===== config.mk =====
export PLATFORM = sky130hd
export DESIGN_NAME = bfmm_ctrl
export DESIGN_NICKNAME = d
export VERILOG_FILES = /design/src/design/bfmm_pkg.sv /design/src/design/bfmm_ctrl.sv
export SDC_FILE = /design/constraint.sdc
export NUM_CORES = 1
export LEC_CHECK = 0
export BUFFER_PORTS_ARGS = -buffer_cell sky130_fd_sc_hd__buf_4
export CELL_PAD_IN_SITES_DETAIL_PLACEMENT = 0
export CELL_PAD_IN_SITES_GLOBAL_PLACEMENT = 2
export CORE_ASPECT_RATIO = 1.25
export CORE_UTILIZATION = 39
export DETAILED_ROUTE_END_ITERATION = 8
export GPL_ROUTABILITY_DRIVEN = 0
export PLACE_DENSITY = 0.89
export SETUP_SLACK_MARGIN = 0.4
export SLEW_MARGIN = 0
export SYNTH_ARGS = -nofsm -noshare
export SYNTH_HDL_FRONTEND = slang
export SYNTH_SLANG_ARGS = --single-unit

===== constraint.sdc =====
create_clock -name clk_i -period 8.4 [get_ports clk_i]
set_input_delay 0.42 -clock clk_i [delete_from_list [all_inputs] [get_ports clk_i]]
set_output_delay 0.42 -clock clk_i [all_outputs]
set_load 0.1 [all_outputs]

===== src/design/bfmm_pkg.sv =====
`timescale 1ns / 1ps
`default_nettype none
package bfmm_pkg;

  localparam int MaxK = 128;
  localparam int MaxN = 64;
  localparam int StoreDepth = MaxK * MaxN;
  localparam int AddrW = $clog2(StoreDepth);
  localparam int KW = $clog2(MaxK + 1);
  localparam int NW = $clog2(MaxN + 1);
  localparam int JW = (MaxN > 1) ? $clog2(MaxN) : 1;
  localparam int KPosW = (MaxK > 1) ? $clog2(MaxK) : 1;

  localparam logic [31:0] CanonNan = 32'h7FC00000;
  localparam logic [31:0] PosInf = 32'h7F800000;

  // Configuration register indexes.
  localparam logic [1:0] RegRowsM = 2'd0;
  localparam logic [1:0] RegDepthK = 2'd1;
  localparam logic [1:0] RegColsN = 2'd2;
  localparam logic [1:0] RegBatchCount = 2'd3;

  typedef enum logic [2:0] {
    StLoadB,
    StIdleA,
    StMac,
    StMacWait,
    StEmit
  } ctrl_state_e;

  // Commands from the controller to the datapath.
  typedef struct packed {
    logic             b_write;
    logic [AddrW-1:0] b_addr;
    logic             a_capture;
    logic             mac_issue;
    logic             first_k;
    logic [JW-1:0]    col;
    logic             emit_read;
  } dp_cmd_t;

  // Status from the datapath.
  typedef struct packed {
    logic mac_done;
    logic emit_valid;
  } dp_stat_t;

  // Position of the leading one in a 48-bit value (0 when zero).
  function automatic logic [5:0] lead48(input logic [47:0] v);
    logic [5:0] p;
    p = 6'd0;
    for (int i = 0; i < 48; i++) begin
      if (v[i]) p = 6'(i);
    end
    return p;
  endfunction

endpackage
`default_nettype wire


===== src/design/bfmm_ctrl.sv =====
`timescale 1ns / 1ps
`default_nettype none
// Sequencer: B load, per-column MAC issue, row emission and position counters.
module bfmm_ctrl
  import bfmm_pkg::*;
(
  input  wire logic        clk_i,
  input  wire logic        rst_ni,
  input  wire logic        cfg_we_i,
  input  wire logic [1:0]  cfg_idx_i,
  input  wire logic [15:0] cfg_data_i,
  input  wire logic        in_valid_i,
  output logic             in_ready_o,
  input  wire dp_stat_t    stat_i,
  output dp_cmd_t          cmd_o,
  input  wire logic        out_ready_i,
  output logic             out_valid_o,
  output logic [15:0]      out_row_o,
  output logic [5:0]       out_col_o,
  output logic             out_lr_o,
  output logic             out_lb_o,
  output logic             out_lj_o
);

  ctrl_state_e st_q, st_d;
  logic [15:0] rows_q, batches_q;
  logic [7:0]  depth_q;
  logic [6:0]  cols_q;
  logic [15:0] eff_m, eff_b;
  logic [KW-1:0] eff_k;
  logic [NW-1:0] eff_n;
  logic [AddrW:0] b_total;
  logic [AddrW:0] bcnt_q, bcnt_d;
  logic [KPosW-1:0] kpos_q, kpos_d;
  logic [15:0] rowpos_q, rowpos_d, batchpos_q, batchpos_d, erow_q, erow_d;
  logic [JW-1:0] col_q, col_d;
  logic [AddrW-1:0] kbase_q, kbase_d;
  logic        lastb_q, lastb_d, lastj_q, lastj_d;
  logic        accept, last_col, out_busy_q, out_busy_d;

  // Effective sizes with zero and saturation rules.
  always_comb begin
    eff_m = (rows_q == 16'd0) ? 16'd1 : rows_q;
    eff_b = (batches_q == 16'd0) ? 16'd1 : batches_q;
    if (depth_q == 8'd0) eff_k = KW'(1);
    else if ({24'd0, depth_q} > 32'(MaxK)) eff_k = KW'(MaxK);
    else eff_k = KW'(depth_q);
    if (cols_q == 7'd0) eff_n = NW'(1);
    else if ({25'd0, cols_q} > 32'(MaxN)) eff_n = NW'(MaxN);
    else eff_n = NW'(cols_q);
    b_total = (AddrW + 1)'(eff_k) * (AddrW + 1)'(eff_n);
  end

  assign accept = in_valid_i && in_ready_o;
  assign last_col = ({1'b0, col_q} == NW'(eff_n - NW'(1)));

  // Next state.
  always_comb begin
    st_d = st_q;
    case (st_q)
      StLoadB: if (accept && (bcnt_q + 1'b1) >= b_total) st_d = StIdleA;
      StIdleA: if (accept) st_d = StMac;
      StMac:   st_d = StMacWait;
      StMacWait: if (stat_i.mac_done) begin
        if (!last_col) st_d = StMac;
        else if ({1'b0, kpos_q} + 1'b1 >= eff_k) st_d = StEmit;
        else st_d = StIdleA;
      end
      StEmit: if (stat_i.emit_valid && out_ready_i && last_col)
        st_d = lastb_q ? StLoadB : StIdleA;
      default: st_d = StLoadB;
    endcase
  end

  // Outputs and counters.
  always_comb begin
    cmd_o = '0;
    in_ready_o = 1'b0;
    bcnt_d = bcnt_q;
    kpos_d = kpos_q;
    rowpos_d = rowpos_q;
    batchpos_d = batchpos_q;
    erow_d = erow_q;
    col_d = col_q;
    kbase_d = kbase_q;
    lastb_d = lastb_q;
    lastj_d = lastj_q;
    out_busy_d = out_busy_q;
    cmd_o.col = col_q;
    cmd_o.b_addr = AddrW'(kbase_q + AddrW'(col_q));
    case (st_q)
      StLoadB: begin
        in_ready_o = 1'b1;
        cmd_o.b_addr = bcnt_q[AddrW-1:0];
        cmd_o.b_write = accept;
        if (accept) begin
          bcnt_d = bcnt_q + 1'b1;
          if (bcnt_d >= b_total) begin
            bcnt_d = '0;
            kpos_d = '0;
            kbase_d = '0;
          end
        end
      end
      StIdleA: begin
        in_ready_o = 1'b1;
        cmd_o.a_capture = accept;
        col_d = '0;
      end
      StMac: begin
        cmd_o.mac_issue = 1'b1;
        cmd_o.first_k = (kpos_q == '0);
      end
      StMacWait: if (stat_i.mac_done) begin
        if (!last_col) col_d = col_q + 1'b1;
        else begin
          col_d = '0;
          if ({1'b0, kpos_q} + 1'b1 >= eff_k) begin
            kpos_d = '0;
            kbase_d = '0;
            erow_d = rowpos_q;
            lastb_d = 1'b0;
            lastj_d = 1'b0;
            rowpos_d = rowpos_q + 16'd1;
            if (rowpos_d >= eff_m) begin
              rowpos_d = '0;
              lastb_d = 1'b1;
              batchpos_d = batchpos_q + 16'd1;
              if (batchpos_d >= eff_b) begin
                batchpos_d = '0;
                lastj_d = 1'b1;
              end
            end
          end else begin
            kpos_d = kpos_q + 1'b1;
            kbase_d = AddrW'(kbase_q + AddrW'(eff_n));
          end
        end
      end
      StEmit: begin
        // Read one accumulator; it shows on the output the next cycle and is
        // read again every cycle until the result item is taken.
        if (!out_busy_q) begin
          cmd_o.emit_read = 1'b1;
          out_busy_d = 1'b1;
        end else if (stat_i.emit_valid && out_ready_i) begin
          out_busy_d = 1'b0;
          if (!last_col) col_d = col_q + 1'b1;
          else col_d = '0;
        end else begin
          cmd_o.emit_read = 1'b1;
        end
      end
      default: ;
    endcase
  end

  // Valid holds for as long as the read data is held in the datapath.
  assign out_valid_o = stat_i.emit_valid;
  assign out_row_o = erow_q;
  assign out_col_o = 6'(col_q);
  assign out_lr_o = last_col;
  assign out_lb_o = last_col && lastb_q;
  assign out_lj_o = last_col && lastj_q;

  always_ff @(posedge clk_i or negedge rst_ni) begin
    if (!rst_ni) begin
      st_q <= StLoadB;
      rows_q <= 16'd1;
      depth_q <= 8'd1;
      cols_q <= 7'd1;
      batches_q <= 16'd1;
      bcnt_q <= '0;
      kpos_q <= '0;
      rowpos_q <= '0;
      batchpos_q <= '0;
      erow_q <= '0;
      col_q <= '0;
      kbase_q <= '0;
      lastb_q <= 1'b0;
      lastj_q <= 1'b0;
      out_busy_q <= 1'b0;
    end else if (cfg_we_i) begin
      case (cfg_idx_i)
        RegRowsM:      rows_q <= cfg_data_i;
        RegDepthK:     depth_q <= cfg_data_i[7:0];
        RegColsN:      cols_q <= cfg_data_i[6:0];
        RegBatchCount: batches_q <= cfg_data_i;
        default: ;
      endcase
      st_q <= StLoadB;
      bcnt_q <= '0;
      kpos_q <= '0;
      rowpos_q <= '0;
      batchpos_q <= '0;
      col_q <= '0;
      kbase_q <= '0;
      out_busy_q <= 1'b0;
    end else begin
      st_q <= st_d;
      bcnt_q <= bcnt_d;
      kpos_q <= kpos_d;
      rowpos_q <= rowpos_d;
      batchpos_q <= batchpos_d;
      erow_q <= erow_d;
      col_q <= col_d;
      kbase_q <= kbase_d;
      lastb_q <= lastb_d;
      lastj_q <= lastj_d;
      out_busy_q <= out_busy_d;
    end
  end

`ifndef SYNTH
  a_no_input_in_mac: assert property (@(posedge clk_i) disable iff (!rst_ni)
    (st_q == StMac || st_q == StMacWait || st_q == StEmit) |-> !in_ready_o)
    else $error("input taken while busy");
  a_out_only_emit: assert property (@(posedge clk_i) disable iff (!rst_ni)
    out_valid_o |-> st_q == StEmit) else $error("result outside emit");
  a_out_hold: assert property (@(posedge clk_i) disable iff (!rst_ni)
    (out_valid_o && !out_ready_i && !cfg_we_i) |=> out_valid_o && $stable(col_q))
    else $error("result dropped under stall");
`endif

endmodule
`default_nettype wire


==> results of run 1 <==
-- registers in the layout, summed over array words and instances, names as in the netlist --
register / cells
batches_q: 16
batchpos_q: 16
out_row_o: 16
rowpos_q: 16
rows_q: 16
bcnt_q: 14
kbase_q: 13
depth_q: 8
cols_q: 7
kpos_q: 7
out_col_o: 6
st_q: 3
lastb_q: 1
lastj_q: 1
out_busy_q: 1
-- layer usage --
layer | GRT usage | routed length, um | vias to the layer above
li1 | - | - | 4387
met1 | 0.246 | 12400 | 4332
met2 | 0.364 | 14100 | 169
met3 | 0.0332 | 1020 | 48
met4 | 0.0804 | 741 | 0
met5 | 0 | 0 | -
-- Yosys cell counts, drive strengths merged, types with 5 or more instances --
library cell and count:
nor3b 8, o211ai 5, o22ai 5, a211oi 13, a211o 8, nand2 121
a22o 6, nor4 11, and2 7, o41ai 6, xnor2 44, dfrtp 137
mux2 57, nor2 107, o31ai 10, a21o 14, nand3b 6, buf 19
a32o 5, o31a 5, ha 105, o21a 7, inv 108, or2 5
fa 30, nand2b 23, nor3 19, a31oi 8, a2111oi 5, a21oi 34
nor2b 23, nand3 44, nand4 8, or3 7, and3 20, mux2i 7
clkbuf 31, o21ai 74, xor2 23
-- worst paths after layout --
| kind | start | endpoint | slack (ns) | cells after the start |
|---|---|---|---|---|
| max | depth_q[1]$_DFFE_PN0P_ | kbase_q[6]$_DFFE_PN0P_ | 1.17 | 26 |
| max in group asynchronous | rst_ni | out_row_o[15]$_DFFE_PN0P_ | 6.96 | 2 |
| min in group clk_i | cfg_data_i[12] | rows_q[12]$_DFFE_PN0P_ | 0.20 | 3 |
| min | rst_ni | out_col_o[2]$_DFFE_PN0P_ | -0.02 | 1 |
| max reg2reg | depth_q[1]$_DFFE_PN0P_ | kbase_q[6]$_DFFE_PN0P_ | 1.17 | 26 |
| min reg2reg | lastj_q$_DFFE_PN0P_ | lastj_q$_DFFE_PN0P_ | 0.48 | 2 |
-- area by class of cell --
cell class	instances	area (um^2)	share of cell area
multi-input combinational	923	6910	0.552
clock buffer	18	429	0.0343
tap	350	438	0.0350
clock inverter	14	148	0.0118
timing repair buffer	85	642	0.0513
sequential	141	3530	0.282
inverter	109	409	0.0327
-- cell families after synthesis --
| group | count (synthesis) | synth area share |
|---|---|---|
| simple gates | 421 | 0.185 |
| compound gates | 236 | 0.148 |
| buf+inv | 159 | 0.0586 |
| flops | 141 | 0.319 |
| fa+ha+maj | 135 | 0.173 |
| xor+xnor | 67 | 0.0529 |
| mux | 64 | 0.0642 |
-- worst reg2reg max path: cells and delay by family (launching register included) --
kind                       cells  cell delay (ns)
buffers and inverters          5             0.53
AOI/OAI and AO/OA              5             0.88
adders and majority gates      6             2.67
DFF                            1             0.38
xor gates and xnor gates       1             0.10
and+or+nand+nor                8             2.40
muxes                          1             0.19
-- stage by stage --
step / instances / setup slack (ns) / total power, mW
floorplan: 1223 / 1.18 / 1.79
global placement: 1608 / 1.32 / 2.07
detailed placement: 1608 / 1.21 / 2.09
CTS: 1640 / 1.13 / 2.86
global route: 1640 / 0.611 / 3.03
finish: 1640 / 1.17 / 2.84
-- power by group through the flow --
stage	Clock (mW)	Sequential [mW]	Combinational [mW]
6_report	0.765	0.835	1.24
5_1_grt	0.804	0.849	1.38
4_1_cts	0.779	0.835	1.25
3_5_place_dp	0	0.847	1.24
3_3_place_gp	0	0.845	1.23
2_1_floorplan	0	0.812	0.976
==> results.cfg, run 1 <==
[finish]
utilization = 0.451
stdcell_area_mm2 = 0.0125
final_layout_size_suffix_gt1_frac = 0.150
area_growth_pct = 12.9
num-fill-cells = 2756
final_cell_mix = 137 x dfrtp_1, 121 x nand2_1, 108 x inv_1
diodes = 0
fin_nets = 1437
layout_commonest_cell = dfrtp_1

[routing]
dr_total_vias = 8936
ant_nets = 0
drc = 4
drt_wl_total_mm = 28.2
routed_via_density = 5.45
drt_iter0_markers = 476
wl_per_cell_um = 17.2
first_pass_iters = 6

[sta]
finalCritPeriodShare = 0.860
finalSetupViolCount = 0
whs_ns = -0.0193
fmax_ghz = 0.138
period_minus_slack_ns = 7.23
setup_tns_ns = 0
worst_pin_slew_ns = 1.16
final.setup_skew_ns = 0.00963
hold_viol_final = 12
drv_slew = 0
relSlewSlack = 0.220
grt_setup_unrepaired = false

[worst_hold_path]
hp-class = in -> async

[global_route]
antenna_found_initial = 0
grt_max_degree = 80
grt_pass1_wl_mm = 46.6
grt_pass1_vias = 8993
track_usage = 0.204
grt_overflow = 0

[clock_tree]
insertion_delay_ns = 0.44
cts_buffer_depth = 2
cts_tree = done
cts_hold_buf = 0
clockRootBuffer = clkbuf_16
clk_pin_slew_ns = 0.07
numCtsBuffers = 17
cts_setup_buffers = 0
h-tree-depth = 4
ctsResizeCount = 0
clkSinkCount = 141

[yosys]
synth_edf_count = 0
ys_types = 76
synth_fp_nets = 1383
synth.avg_cell_area_um2 = 9.06
syn_inst = 1223
yosys.area.top_type = dfrtp_1
yosysSeqAreaShare = 0.319
synth_top_area_frac = 0.309
ys_async_sr_fraction = 1.00
syn-cell-area_mm2 = 0.0111
synth_area_leaders = dfrtp_1 31%, ha_1 12%, mux2_2 5.5%
ys.flop_type = dfrtp_1
ys_warn_count = 0
ys_ff_latch = 141

[power_and_ir_drop]
p_sw_frac = 0.441
p_leak_nw = 6.09
p_comb_frac = 0.436
p_sw_mw = 1.25
power.clock.fraction = 0.270
vdd_drop_max_mv = 0.186
p_int_mw = 1.58
seqPwrFrac = 0.294
powerDensity_mw_per_mm2 = 227

[setup_path]
cpMaxStageDelayCell = nor2_1
end_kind = flop
max_stage_delay_ns = 0.58
cp_max_fo = 9
crit_type = reg -> reg
startpoint_type = flop
crit_buf_inv = 5
critical_path_required_ns = 8.76
critical-path-top-delay-family = adder cells
arrival_ns = 7.59

[floorplan]
die_h_um = 190
fp.dieW_um = 153
initial_core_util = 0.400
core-area_mm2 = 0.0277
ioPinCount = 76
rows = 68
dieArea_mm2 = 0.0291

[placed_design]
io_buffers = 75
placedInstanceArea_mm2 = 0.0119
dp.final_hpwl_mm = 21.2

[flow_run]
cap_viol_max_count = 0

[run_status]
status = finished with violations
violations = DRC, hold timing
(Power assumes the default switching activity.)
==> run 2, diff against run 1 <==
--- a/config.mk
+++ b/config.mk
@@ -5,11 +5,12 @@
 export SDC_FILE = /design/constraint.sdc
 export NUM_CORES = 1
 export LEC_CHECK = 0
+export ABC_AREA = 1
 export BUFFER_PORTS_ARGS = -buffer_cell sky130_fd_sc_hd__buf_4
 export CELL_PAD_IN_SITES_DETAIL_PLACEMENT = 0
 export CELL_PAD_IN_SITES_GLOBAL_PLACEMENT = 2
 export CORE_ASPECT_RATIO = 1.25
-export CORE_UTILIZATION = 39
+export CORE_UTILIZATION = 36
 export DETAILED_ROUTE_END_ITERATION = 8
 export GPL_ROUTABILITY_DRIVEN = 0
 export PLACE_DENSITY = 0.89
==> results.cfg, run 2 <==
[global_route]
antenna_found_initial = 0
grt_pass1_wl_mm = 48.8
grt_pass1_vias = 9546
grt_overflow = 0
grt_max_degree = 77
track_usage = 0.196

[clock_tree]
clkSinkCount = 141
ctsResizeCount = 0
cts_buffer_depth = 2
clk_pin_slew_ns = 0.07
cts_tree = done
cts_setup_buffers = 0
h-tree-depth = 4
numCtsBuffers = 17
insertion_delay_ns = 0.44
cts_hold_buf = 0
clockRootBuffer = clkbuf_16

[routing]
first_pass_iters = 5
drt_wl_total_mm = 30.0
ant_nets = 0
drt_iter0_markers = 597
routed_via_density = 4.83
dr_total_vias = 9486
wl_per_cell_um = 15.3
drc = 0

[yosys]
ys_types = 52
ys_async_sr_fraction = 1.00
yosysSeqAreaShare = 0.316
synth_fp_nets = 1655
syn-cell-area_mm2 = 0.0112
synth_top_area_frac = 0.306
syn_inst = 1495
synth.avg_cell_area_um2 = 7.49
ys.flop_type = dfrtp_1
synth_area_leaders = dfrtp_1 31%, nand2_1 12%, ha_1 12%
synth_edf_count = 0
yosys.area.top_type = dfrtp_1
ys_ff_latch = 141
ys_warn_count = 0
yosysMostFrequentCell = nand2_1
synth_common_cells = 370 x nand2_1, 238 x inv_1, 137 x dfrtp_1

[power_and_ir_drop]
p_leak_nw = 6.57
p_comb_frac = 0.379
p_sw_frac = 0.423
p_sw_mw = 1.08
powerDensity_mw_per_mm2 = 202
vdd_drop_max_mv = 0.131
power.clock.fraction = 0.305
p_int_mw = 1.47
seqPwrFrac = 0.316

[finish]
final_cell_mix = 370 x nand2_1, 238 x inv_1, 137 x dfrtp_1
layout_commonest_cell = nand2_1
num-fill-cells = 3237
diodes = 0
final_cell_count_no_fill = 1964
final_layout_size_suffix_gt1_frac = 0.0972
area_growth_pct = 13.0
fin_nets = 1710

[setup_path]
path_common_cell = nand2_1
cp_max_fo = 24
startpoint_type = flop
rr_worst_depth = 36
max_stage_delay_ns = 0.56
ff2ff_setup_slack_ns = 1.16
crit_type = reg -> reg
end_kind = flop
arrival_ns = 7.55
critical_path_required_ns = 8.71
cpMaxStageDelayCell = fa_1

[placed_design]
dp.cells = 1932
dp.final_hpwl_mm = 23.4
io_buffers = 75

[flow_run]
cap_viol_max_count = 0

[sta]
fmax_ghz = 0.138
finalCritPeriodShare = 0.862
worst_pin_slew_ns = 1.03
relSlewSlack = 0.310
final.setup_skew_ns = 0.0147
drv_slew = 0
grt_setup_unrepaired = false
whs_ns = -0.00104
period_minus_slack_ns = 7.24
setup_tns_ns = 0
hold_viol_final = 1
finalSetupViolCount = 0

[run_status]
violations = hold timing
status = finished with violations

[floorplan]
ioPinCount = 76
initial_core_util = 0.368
core-area_mm2 = 0.0304
fp.dieW_um = 160
rows = 71
die_h_um = 199
dieArea_mm2 = 0.0318

[worst_hold_path]
hp-class = in -> async
[run 2: area by class of cell]
type	instances	area (um^2)	area share
sequential	141	3530	0.279
clock buffer	17	425	0.0336
clock inverter	15	178	0.0141
multi-input combinational	1070	6500	0.514
inverter	242	916	0.0724
tap	401	502	0.0397
timing repair buffer	78	589	0.0466
[run 2: final timing paths]
kind,from,endpoint
min in group clk_i,cfg_data_i[13],batches_q[13]$_DFFE_PN0P_
max in group asynchronous,rst_ni,batchpos_q[8]$_DFFE_PN0P_
hold reg to reg,lastb_q$_DFFE_PN0P_,lastb_q$_DFFE_PN0P_
setup / recovery,depth_q[1]$_DFFE_PN0P_,kbase_q[10]$_DFFE_PN0P_
hold / removal,rst_ni,bcnt_q[9]$_DFFE_PN0P_
setup reg to reg,depth_q[1]$_DFFE_PN0P_,kbase_q[10]$_DFFE_PN0P_
[run 2: through the flow]
stage                util  worst slack, ns  total power, mW  hold WS, ns  cell area (um^2)
floorplan               -             2.19             1.54        0.124             11200
global placement    0.396             1.31             1.78        0.457             12000
detailed placement  0.396             1.14             1.79        0.468             12000
CTS                 0.416             1.11             2.58       0.0482             12600
global route        0.416            0.419             2.73       0.0724             12600
finish              0.416             1.16             2.55     -0.00104             12600
[run 2: metal layers]
metal,global-route usage,share of wire,vias to the layer above,wire (um)
met2,0.361,0.52,138,15500
met5,0,0,-,0
met3,0.0255,0.025,31,754
met1,0.229,0.43,4438,13000
met4,0.0791,0.026,0,790
li1,-,-,4879,-
[run 2: logic make-up after synthesis]
kind of cell             share of synthesized area
adder cells (fa/ha/maj)                      0.171
buffers and inverters                        0.104
flip-flops                                   0.316
AND/OR/NAND/NOR                              0.248
AO/OA/AOI/OAI                                0.108
XOR/XNOR                                    0.0532
[run 2: critical path: cells and delay by family, from the launching register on]
| kind | cells | cell delay, ns |
|---|---|---|
| adder cells (fa/ha/maj) | 6 | 2.80 |
| AND/OR/NAND/NOR | 21 | 2.46 |
| AO/OA/AOI/OAI | 4 | 0.89 |
| buffers and inverters | 5 | 0.57 |
| flip-flops | 1 | 0.40 |
[run 2: power groups by stage]
stage                     sequential [mW]  clock (mW)  combinational [mW]
after global placement              0.818           0               0.963
after detailed placement            0.819           0               0.972
after CTS                           0.807       0.798               0.978
after global routing                0.817       0.821                1.09
after floorplan                     0.807           0               0.729
final                               0.807       0.779               0.966
==> run 3, diff against run 2 <==
--- a/config.mk
+++ b/config.mk
@@ -14,6 +14,7 @@
 export DETAILED_ROUTE_END_ITERATION = 8
 export GPL_ROUTABILITY_DRIVEN = 0
 export PLACE_DENSITY = 0.89
+export RECOVER_POWER = 50
 export SETUP_SLACK_MARGIN = 0.4
 export SLEW_MARGIN = 0
 export SYNTH_ARGS = -nofsm -noshare
==> results.cfg, run 3 (synthesized netlist as in run 2, its figures left out) <==
[clock_tree]
insertion_delay_ns = 0.44
cts_buffer_depth = 2
cts_hold_buf = 0
clk_pin_slew_ns = 0.06
cts_setup_buffers = 0
ctsResizeCount = 0
h-tree-depth = 4
clockRootBuffer = clkbuf_16
clkSinkCount = 141
cts_tree = done
numCtsBuffers = 17

[finish]
diodes = 0
area_growth_pct = 12.2
final_layout_size_suffix_gt1_frac = 0.0838
layout_commonest_cell = nand2_1
fin_nets = 1710
final_cell_mix = 370 x nand2_1, 238 x inv_1, 137 x dfrtp_1
final_cell_count_no_fill = 1964

[floorplan]
core-area_mm2 = 0.0304
die_h_um = 199
rows = 71
initial_core_util = 0.368
dieArea_mm2 = 0.0318
ioPinCount = 76
fp.dieW_um = 160

[routing]
dr_total_vias = 9478
routed_via_density = 4.83
first_pass_iters = 5
drt_wl_total_mm = 30.0
wl_per_cell_um = 15.3
drc = 0
drt_iter0_markers = 587
ant_nets = 0

[global_route]
antenna_found_initial = 0
grt_pass1_vias = 9546
grt_overflow = 0
grt_max_degree = 77
track_usage = 0.196
grt_pass1_wl_mm = 48.8

[placed_design]
io_buffers = 75
dp.final_hpwl_mm = 23.4
dp.cells = 1932

[sta]
worst_pin_slew_ns = 4.26
setup_tns_ns = 0
fmax_ghz = 0.138
hold_viol_final = 0
final.setup_skew_ns = 0.0147
grt_setup_unrepaired = false
whs_ns = 0.280
relSlewSlack = -1.84
period_minus_slack_ns = 7.25
finalCritPeriodShare = 0.863
drv_slew = 170
finalSetupViolCount = 0

[run_status]
status = finished with violations
violations = capacitance limit, slew limit

[setup_path]
startpoint_type = flop
max_stage_delay_ns = 0.56
crit_type = reg -> reg
critical-path-top-delay-family = adder cells
crit_buf_inv = 5
path_common_cell = nand2_1
critical_path_required_ns = 8.71
arrival_ns = 7.56
cpMaxStageDelayCell = fa_1
cp_max_fo = 24
end_kind = flop

[power_and_ir_drop]
power.clock.fraction = 0.306
p_leak_nw = 6.48
vdd_drop_max_mv = 0.131
seqPwrFrac = 0.316
p_sw_frac = 0.423
p_comb_frac = 0.378
powerDensity_mw_per_mm2 = 203
p_sw_mw = 1.08
p_int_mw = 1.47

[worst_hold_path]
hp-class = in -> reg

[flow_run]
cap_viol_max_count = 3
[run 3: cell types whose count changed in the layout (fill, tap and decap cells not counted), sizes merged]
cell	delta
clkbuf	+21
buf	-21
[run 3: power groups by stage]
stage,Combinational (mW),Clock (mW),Sequential [mW]
floorplan,0.729,0,0.807
global placement,0.963,0,0.818
detailed placement,0.972,0,0.819
CTS,0.978,0.798,0.807
global route,1.09,0.821,0.817
finish,0.965,0.781,0.807
[run 3: final cells by class]
cell class / instances / area (um^2)
fill: 3261 / 17800
timing repair buffer: 78 / 507
multi-input combinational: 1070 / 6500
inverter: 242 / 916
tap: 401 / 502
clock buffer: 17 / 425
clock inverter: 15 / 178
sequential: 141 / 3530
[run 3: final timing paths]
path	startpoint	to	slack (ns)	cells after the start
min reg2reg	lastb_q$_DFFE_PN0P_	lastb_q$_DFFE_PN0P_	0.48	2
min	cfg_data_i[13]	batches_q[13]$_DFFE_PN0P_	0.28	3
max	depth_q[1]$_DFFE_PN0P_	kbase_q[10]$_DFFE_PN0P_	1.15	36
max reg2reg	depth_q[1]$_DFFE_PN0P_	kbase_q[10]$_DFFE_PN0P_	1.15	36
max in group asynchronous	rst_ni	batchpos_q[8]$_DFFE_PN0P_	2.01	2
min in group asynchronous	rst_ni	bcnt_q[9]$_DFFE_PN0P_	1.47	1
[run 3: metal layers]
metal  vias to the layer above  global-route usage  wire length [um]
met5                         -                   0                 0
met4                         0              0.0791               831
met3                        34              0.0255               767
met2                       137               0.361             15500
met1                      4431               0.229             12900
li1                       4876                   -                 -
[run 3: through the flow]
stage	util	cell area [um^2]	power [mW]	setup slack (ns)
3_5_place_dp	0.396	12000	1.79	1.14
3_3_place_gp	0.396	12000	1.78	1.31
6_report	0.413	12600	2.55	1.15
4_1_cts	0.416	12600	2.58	1.11
5_1_grt	0.413	12600	2.72	0.404
2_1_floorplan	-	11200	1.54	2.19
[run 3: worst register-to-register path: cells and delay by family, from the launching register on]
kind,cells,cell delay (ns)
flops,1,0.40
fa+ha+maj,6,2.80
simple gates,21,2.50
compound gates,4,0.88
buf+inv,5,0.57
